File: config.mk
export PLATFORM = sky130hd
export DESIGN_NAME = complex_mac_alu_top_flat
export DESIGN_NICKNAME = d
export VERILOG_FILES = /design/src/cmac_pkg.sv /design/src/cmac_in_if.sv /design/src/cmac_out_if.sv /design/src/complex_mac_alu_top.sv /design/src/flat_wrapper.sv
export SDC_FILE = /design/constraint.sdc
export NUM_CORES = 2
export LEC_CHECK = 0
export BUFFER_PORTS_ARGS = -buffer_cell sky130_fd_sc_hd__buf_2
export CAP_MARGIN = 30
export CORE_MARGIN = 2
export CORE_UTILIZATION = 30
export CTS_BUF_LIST = sky130_fd_sc_hd__clkbuf_16
export DETAILED_ROUTE_END_ITERATION = 16
export SLEW_MARGIN = 20
export SYNTH_ARGS = -nofsm -noshare
export SYNTH_HDL_FRONTEND = slang
export SYNTH_SLANG_ARGS = --single-unit
File: constraint.sdc
create_clock -name clk_i -period 37.2 [get_ports clk_i]
set_input_delay 5.58 -clock clk_i [delete_from_list [all_inputs] [get_ports clk_i]]
set_output_delay 5.58 -clock clk_i [all_outputs]
set_load 0.01 [all_outputs]
File: src/cmac_pkg.sv
// ----------------------------------------------------------------------------
// cmac_pkg: shared types and constants of the complex MAC ALU
// Operand and accumulator formats, command codes and channel payloads.
// ----------------------------------------------------------------------------
package cmac_pkg;

  // Operands are Q1.15, the accumulator Q10.30.
  localparam int OP_W    = 16;
  localparam int ACC_W   = 40;
  localparam int CMD_W   = 4;
  // Operand after conjugation: one extra bit holds the negated minimum.
  localparam int OPX_W   = OP_W + 1;
  localparam int PROD_W  = 2 * OPX_W;
  localparam int FRAC_SH = OP_W - 1;
  localparam int SUM_W   = ((ACC_W > PROD_W) ? ACC_W : PROD_W) + 2;

  localparam logic signed [ACC_W-1:0] ACC_MAX = {1'b0, {(ACC_W-1){1'b1}}};
  localparam logic signed [ACC_W-1:0] ACC_MIN = {1'b1, {(ACC_W-1){1'b0}}};

  typedef enum logic [CMD_W-1:0] {
    CMD_COPY          = 4'd0,
    CMD_ADD           = 4'd1,
    CMD_SUB           = 4'd2,
    CMD_MUL           = 4'd3,
    CMD_SCALE         = 4'd4,
    CMD_ACC_ADD       = 4'd5,
    CMD_ACC_SUB       = 4'd6,
    CMD_MAC           = 4'd7,
    CMD_MSC           = 4'd8,
    CMD_MAC_I         = 4'd9,
    CMD_MSC_I         = 4'd10,
    CMD_TIMES_I       = 4'd11,
    CMD_TIMES_MINUS_I = 4'd12,
    CMD_NORM2         = 4'd13
  } cmd_e;

  typedef struct packed {
    logic [CMD_W-1:0]        command;
    logic                    conj_first;
    logic                    conj_second;
    logic signed [OP_W-1:0]  first_re;
    logic signed [OP_W-1:0]  first_im;
    logic signed [OP_W-1:0]  second_re;
    logic signed [OP_W-1:0]  second_im;
    logic signed [OP_W-1:0]  real_factor;
  } cmac_in_t;

  typedef struct packed {
    logic signed [ACC_W-1:0] result_re;
    logic signed [ACC_W-1:0] result_im;
    logic                    saturated;
  } cmac_out_t;

endpackage

File: src/cmac_in_if.sv
// ----------------------------------------------------------------------------
// cmac_in_if: command channel of the complex MAC ALU
// Valid/ready channel carrying one command with its operands.
// ----------------------------------------------------------------------------
interface cmac_in_if import cmac_pkg::*; ();

  logic     valid;
  logic     ready;
  cmac_in_t payload;

  modport source (output valid, output payload, input ready);
  modport sink   (input valid, input payload, output ready);

endinterface

File: src/cmac_out_if.sv
// ----------------------------------------------------------------------------
// cmac_out_if: result channel of the complex MAC ALU
// Valid/ready channel carrying the accumulator after each command.
// ----------------------------------------------------------------------------
interface cmac_out_if import cmac_pkg::*; ();

  logic      valid;
  logic      ready;
  cmac_out_t payload;

  modport source (output valid, output payload, input ready);
  modport sink   (input valid, input payload, output ready);

endinterface

File: src/complex_mac_alu_top.sv
// ----------------------------------------------------------------------------
// complex_mac_alu_top: fixed-point complex ALU with saturating accumulator
//
//   channel  | direction | carries
//   ---------+-----------+---------------------------------------------
//   in_i     | sink      | command, conjugate flags, operands, factor
//   out_o    | source    | accumulator re/im (Q10.30), saturated flag
//
// One command per cycle sustained while out_o is not stalled; a command
// passes from the input register to the result register through four
// 17x17 multipliers, a three-term add and the clamp. Reset clears both
// valid flags and the accumulator. A stalled result holds the accumulator;
// the input register still fills.
// ----------------------------------------------------------------------------
module complex_mac_alu_top import cmac_pkg::*; (
  input  logic       clk_i,
  input  logic       rst_ni,
  cmac_in_if.sink    in_i,
  cmac_out_if.source out_o
);

  logic                    in_vld_q;
  cmac_in_t                in_q;
  logic                    out_vld_q;
  logic signed [ACC_W-1:0] acc_re_q, acc_re_d;
  logic signed [ACC_W-1:0] acc_im_q, acc_im_d;
  logic                    sat_q, sat_d;
  logic                    advance;
  logic                    in_xfer;

  logic signed [OPX_W-1:0]  ar, ai, br, bi, rf;
  logic signed [OPX_W-1:0]  m0_b, m1_b;
  logic signed [PROD_W-1:0] m0, m1, m2, m3;
  logic signed [SUM_W-1:0]  ar_al, ai_al, br_al, bi_al;
  logic signed [SUM_W-1:0]  p0, p1, p2, p3, acc_re_x, acc_im_x;
  logic signed [SUM_W-1:0]  re_t0, re_t1, re_t2, im_t0, im_t1, im_t2;
  logic signed [SUM_W-1:0]  sum_re, sum_im;
  logic [SUM_W-ACC_W:0]     re_top, im_top;
  logic                     re_fit, im_fit;

  // The result register advances when empty or when its transfer completes.
  assign advance    = !out_vld_q || out_o.ready;
  assign in_i.ready = !in_vld_q || advance;
  assign in_xfer    = in_i.valid && in_i.ready;

  // Operand decode, conjugate into one extra bit.
  always_comb begin
    ar = OPX_W'(in_q.first_re);
    ai = in_q.conj_first  ? -OPX_W'(in_q.first_im)  : OPX_W'(in_q.first_im);
    br = OPX_W'(in_q.second_re);
    bi = in_q.conj_second ? -OPX_W'(in_q.second_im) : OPX_W'(in_q.second_im);
    rf = OPX_W'(in_q.real_factor);
  end

  // Four shared multipliers: scale and norm2 reuse the first two.
  always_comb begin
    m0_b = br;
    m1_b = bi;
    if (in_q.command == CMD_SCALE) begin
      m0_b = rf;
      m1_b = rf;
    end else if (in_q.command == CMD_NORM2) begin
      m0_b = ar;
      m1_b = ai;
    end
    m0 = PROD_W'(ar) * PROD_W'(m0_b);
    m1 = PROD_W'(ai) * PROD_W'(m1_b);
    m2 = PROD_W'(ar) * PROD_W'(bi);
    m3 = PROD_W'(ai) * PROD_W'(br);
  end

  always_comb begin
    ar_al    = SUM_W'(ar) <<< FRAC_SH;
    ai_al    = SUM_W'(ai) <<< FRAC_SH;
    br_al    = SUM_W'(br) <<< FRAC_SH;
    bi_al    = SUM_W'(bi) <<< FRAC_SH;
    p0       = SUM_W'(m0);
    p1       = SUM_W'(m1);
    p2       = SUM_W'(m2);
    p3       = SUM_W'(m3);
    acc_re_x = SUM_W'(acc_re_q);
    acc_im_x = SUM_W'(acc_im_q);
  end

  // Term selection: product re = p0 - p1, product im = p2 + p3.
  always_comb begin
    re_t0 = '0;
    re_t1 = '0;
    re_t2 = '0;
    im_t0 = '0;
    im_t1 = '0;
    im_t2 = '0;
    unique case (in_q.command)
      CMD_COPY: begin
        re_t0 = ar_al;
        im_t0 = ai_al;
      end
      CMD_ADD: begin
        re_t0 = ar_al;  re_t1 = br_al;
        im_t0 = ai_al;  im_t1 = bi_al;
      end
      CMD_SUB: begin
        re_t0 = ar_al;  re_t1 = -br_al;
        im_t0 = ai_al;  im_t1 = -bi_al;
      end
      CMD_MUL: begin
        re_t0 = p0;  re_t1 = -p1;
        im_t0 = p2;  im_t1 = p3;
      end
      CMD_SCALE: begin
        re_t0 = p0;
        im_t0 = p1;
      end
      CMD_ACC_ADD: begin
        re_t0 = acc_re_x;  re_t1 = ar_al;
        im_t0 = acc_im_x;  im_t1 = ai_al;
      end
      CMD_ACC_SUB: begin
        re_t0 = acc_re_x;  re_t1 = -ar_al;
        im_t0 = acc_im_x;  im_t1 = -ai_al;
      end
      CMD_MAC: begin
        re_t0 = acc_re_x;  re_t1 = p0;   re_t2 = -p1;
        im_t0 = acc_im_x;  im_t1 = p2;   im_t2 = p3;
      end
      CMD_MSC: begin
        re_t0 = acc_re_x;  re_t1 = -p0;  re_t2 = p1;
        im_t0 = acc_im_x;  im_t1 = -p2;  im_t2 = -p3;
      end
      CMD_MAC_I: begin
        re_t0 = acc_re_x;  re_t1 = -p2;  re_t2 = -p3;
        im_t0 = acc_im_x;  im_t1 = p0;   im_t2 = -p1;
      end
      CMD_MSC_I: begin
        re_t0 = acc_re_x;  re_t1 = p2;   re_t2 = p3;
        im_t0 = acc_im_x;  im_t1 = -p0;  im_t2 = p1;
      end
      CMD_TIMES_I: begin
        re_t0 = -ai_al;
        im_t0 = ar_al;
      end
      CMD_TIMES_MINUS_I: begin
        re_t0 = ai_al;
        im_t0 = -ar_al;
      end
      CMD_NORM2: begin
        re_t0 = p0;  re_t1 = p1;
      end
      default: begin
        // unused command: hold the accumulator
        re_t0 = acc_re_x;
        im_t0 = acc_im_x;
      end
    endcase
  end

  // Exact sum, then clamp each part to the accumulator range.
  always_comb begin
    sum_re   = re_t0 + re_t1 + re_t2;
    sum_im   = im_t0 + im_t1 + im_t2;
    re_top   = sum_re[SUM_W-1:ACC_W-1];
    im_top   = sum_im[SUM_W-1:ACC_W-1];
    re_fit   = (&re_top) || !(|re_top);
    im_fit   = (&im_top) || !(|im_top);
    acc_re_d = re_fit ? sum_re[ACC_W-1:0] : (sum_re[SUM_W-1] ? ACC_MIN : ACC_MAX);
    acc_im_d = im_fit ? sum_im[ACC_W-1:0] : (sum_im[SUM_W-1] ? ACC_MIN : ACC_MAX);
    sat_d    = !re_fit || !im_fit;
  end

  always_ff @(posedge clk_i or negedge rst_ni) begin
    if (!rst_ni) begin
      in_vld_q <= 1'b0;
    end else if (in_i.ready) begin
      in_vld_q <= in_i.valid;
    end
  end

  always_ff @(posedge clk_i) begin
    if (in_xfer) begin
      in_q <= in_i.payload;
    end
  end

  // The accumulator doubles as the result payload.
  always_ff @(posedge clk_i or negedge rst_ni) begin
    if (!rst_ni) begin
      out_vld_q <= 1'b0;
      acc_re_q  <= '0;
      acc_im_q  <= '0;
      sat_q     <= 1'b0;
    end else if (advance) begin
      out_vld_q <= in_vld_q;
      if (in_vld_q) begin
        acc_re_q <= acc_re_d;
        acc_im_q <= acc_im_d;
        sat_q    <= sat_d;
      end
    end
  end

  assign out_o.valid             = out_vld_q;
  assign out_o.payload.result_re = acc_re_q;
  assign out_o.payload.result_im = acc_im_q;
  assign out_o.payload.saturated = sat_q;

  a_sat_at_bound: assert property (@(posedge clk_i) disable iff (!rst_ni)
    out_vld_q && sat_q |->
      acc_re_q == ACC_MAX || acc_re_q == ACC_MIN ||
      acc_im_q == ACC_MAX || acc_im_q == ACC_MIN)
    else $error("saturated flag set with accumulator inside range");

  a_stall_holds_acc: assert property (@(posedge clk_i) disable iff (!rst_ni)
    !advance |=> $stable(acc_re_q) && $stable(acc_im_q) && out_vld_q)
    else $error("accumulator changed while result stalled");

  a_in_fills: assert property (@(posedge clk_i) disable iff (!rst_ni)
    in_xfer |=> in_vld_q)
    else $error("input transfer lost");

  a_item_reaches_out: assert property (@(posedge clk_i) disable iff (!rst_ni)
    advance && in_vld_q |=> out_vld_q)
    else $error("item dropped between input and result register");

endmodule

File: src/flat_wrapper.sv
// flat-port wrapper written by rule: the top's interface ports become plain ports
module complex_mac_alu_top_flat import cmac_pkg::*;
  (clk_i, rst_ni, in_i_valid, in_i_payload, in_i_ready, out_o_valid, out_o_payload, out_o_ready);
  cmac_in_if in_i_i ();
  cmac_out_if out_o_i ();
  input  logic clk_i;
  input  logic rst_ni;
  input wire logic [$bits(in_i_i.valid)-1:0] in_i_valid;
  input wire logic [$bits(in_i_i.payload)-1:0] in_i_payload;
  output wire logic [$bits(in_i_i.ready)-1:0] in_i_ready;
  output wire logic [$bits(out_o_i.valid)-1:0] out_o_valid;
  output wire logic [$bits(out_o_i.payload)-1:0] out_o_payload;
  input wire logic [$bits(out_o_i.ready)-1:0] out_o_ready;
  assign in_i_i.valid = in_i_valid;
  assign in_i_i.payload = in_i_payload;
  assign in_i_ready = in_i_i.ready;
  assign out_o_valid = out_o_i.valid;
  assign out_o_payload = out_o_i.payload;
  assign out_o_i.ready = out_o_ready;
  complex_mac_alu_top u_core (.clk_i(clk_i), .rst_ni(rst_ni), .in_i(in_i_i), .out_o(out_o_i));
endmodule
==> results.ini <==
[synthesis]
synth_seq_area_share_pct=7.19
syn_area_sq_um=64800
synth_cell_types=99
ys_ff_latch=169
synth_area_leader_cell=fa_1
synth_nets=9502
synth-edff-count=86
async_reset_ff_share_pct=49.1
synthFlopType=edfxtp_1
yosys-top-cells-count=inv_1, fa_1, nand2_1
syn_avg_cell_area_sq_um=8.33
yosysMostFrequentCell=inv_1
yosys-top-cells-area=fa_1, ha_1, inv_1, nand2_1, edfxtp_1
synth_cells=7788
synth.top_cell.area_share_pct=37.0
ys_warn_count=0

[setup_path]
critPathMaxStageDelay_ps=910
end_kind=flop
r2r_end=u_core.acc_im_q[36]
r2r_setup_slack_ps=20460
timing_worst_setup_path_type=flop to flop
reg2reg_depth=56
cp_data_arrival_time_ps=17230
critPathSlowestCell=clkinv_1
crit_required_ps=37690
worst_setup_path_start_kind=flop
r2r_start=u_core.in_q[48]
crit_fanout=30

[min_path]
worstHoldPathType=flop to flop
min_path_cells=1
hold_start=u_core.in_vld_q
hold_end=u_core.out_o.valid

[clocking]
cts_hold_buf=0
cts_root_buf=clkbuf_16
post_cts_buffers=0
cts_tree=done
ctsHtreeMaxLevel=4
clkTransAtPathRegs_ps=90
clock_latency_ps=560
cts-buffers-inserted=17
clockBufferDepth=2
clock_sinks=169
ctsResizeCount=0

[detailed_routing]
vias_per_cell=5.57
dr_wl_met2_um=128000
route.detailed.drc=0
drt_iter0_markers=6535
met1_length_um=115000
drtPass1Iterations=10
wl_met3_um=25300
antenna_left=0
routed_wl_um=294000
num_vias=59429
wl_per_cell_um=27.5
top_layer_used=met5

[outcome]
outcome=complete, no violations

[grt]
gr-usage-all-layers_pct=26.8
antenna_found_initial=22
grt_max_degree=79
grt_first_pass_wirelength_um=428000
grt_pass1_vias=60969
overflow=0

[placed_design]
place_area_sq_um=70100
port_buffers=172
gp_congestion=1.07
dp_hpwl_um=237000

[sta]
period_minus_slack_ps=16740
worst_pin_slew_ps=1170
slew-limit-headroom_pct=22.2
setup_viol=0
setup_tns_ps=0
fin_crit_sh_pct=45.0
hold_viol=0
drv_slew=0
rsz0062_at_grt=false
timing.fmax_ghz=0.0597
skew_ps=26.6

[final_layout]
multi_input_area_sq_um=53900
nets=9522
fillCellCount=22522
drive_above_1_share_pct=7.75
seqCellArea_sq_um=4660
fin_area_sq_um=70800
areaGrowthSynthToFinish_pct=9.23

[floorplanning]
fp.dieW_um=469
io_pins=173
core_sq_um=215000
die_h_um=469
die_area_sq_um=220000
start_util_pct=30.2
num_rows=170

[job]
drv_cap=0

[area by class of cell]
cell class              count  share of cell area, %
clock buffers              17                  0.601
multi-input cells        5802                   76.1
inverters                1390                   7.37
repair buffers            428                   4.07
flip-flops and latches    169                   6.58
diodes                      6                 0.0212
well taps                2838                   5.01
clock inverters            15                  0.283
[routing by layer]
layer | GRT usage, % | up-vias
met3 | 4.76 | 739
met5 | 0 | -
met2 | 41.4 | 3164
met4 | 18.6 | 16
li1 | - | 25202
met1 | 34.0 | 30308
[worst max-delay path, delay by kind of cell, from the launching register on]
kind / cells / cell delay (ps)
buffers and inverters: 12 / 2860
AOI/OAI and AO/OA: 19 / 4860
adders and majority gates: 10 / 4740
xor gates and xnor gates: 4 / 1260
and+or+nand+nor: 11 / 2570
DFF: 1 / 330
[flip-flops by register name (all words and copies together) (netlist names)]
| signal | flops |
|---|---|
| u_core.acc_im_q | 40 |
| u_core.acc_re_q | 40 |
| u_core.ar | 16 |
| u_core.br | 16 |
| u_core.in_q | 54 |
| u_core.in_vld_q | 1 |
| u_core.out_o.valid | 1 |
| u_core.sat_q | 1 |
[placed cells by master, fill, tap and decap left out, drive strengths merged, types with 96 or more instances in the layout]
| master | Yosys | layout |
|---|---|---|
| o21ai | 330 | 330 |
| nor3 | 112 | 112 |
| buf | 51 | 425 |
| nor2 | 605 | 605 |
| inv | 1388 | 1395 |
| a221oi | 96 | 96 |
| xnor2 | 268 | 268 |
| and2 | 251 | 251 |
| ha | 425 | 425 |
| xor2 | 125 | 125 |
| nand2 | 899 | 899 |
| fa | 1199 | 1199 |
| a21oi | 392 | 392 |
[cell families (layout without fill, tap and decap cells)]
group,count (synthesis),count (layout),synth area share [%]
adders and majority gates,1624,1624,45.2
AOI/OAI and AO/OA,1519,1519,15.6
and+or+nand+nor,2253,2253,15.8
other,0,6,0
muxes,10,10,0.156
buffers and inverters,1817,1850,10.6
DFF,169,169,7.19
xor gates and xnor gates,396,396,5.41
[per-stage QoR]
step	worst slack (ps)	cells	util [%]	hold slack, ps
3_5_place_dp	20850	10619	32.6	500
2_1_floorplan	23790	7788	-	471
4_1_cts	20770	10651	32.9	535
5_1_grt	19490	10660	33.0	550
6_report	20460	10665	33.0	537
3_3_place_gp	21100	10605	32.5	501
[worst max-delay path by stage]
| stage | start | end | slack, ps | cells after the start |
|---|---|---|---|---|
| floorplan | u_core.in_q[18] | u_core.acc_im_q[17] | 23790 | 55 |
| global placement | u_core.in_q[48] | u_core.acc_im_q[36] | 21100 | 56 |
| detailed placement | u_core.in_q[16] | u_core.acc_im_q[36] | 20850 | 55 |
| CTS | u_core.in_q[16] | u_core.acc_im_q[36] | 20770 | 55 |
| global route | u_core.in_q[48] | u_core.acc_im_q[37] | 19490 | 56 |
| finish | u_core.in_q[48] | u_core.acc_im_q[36] | 20460 | 56 |
Power is not shown: default switching activity piles up to over one toggle a cycle in this logic, so the estimate is an artifact.
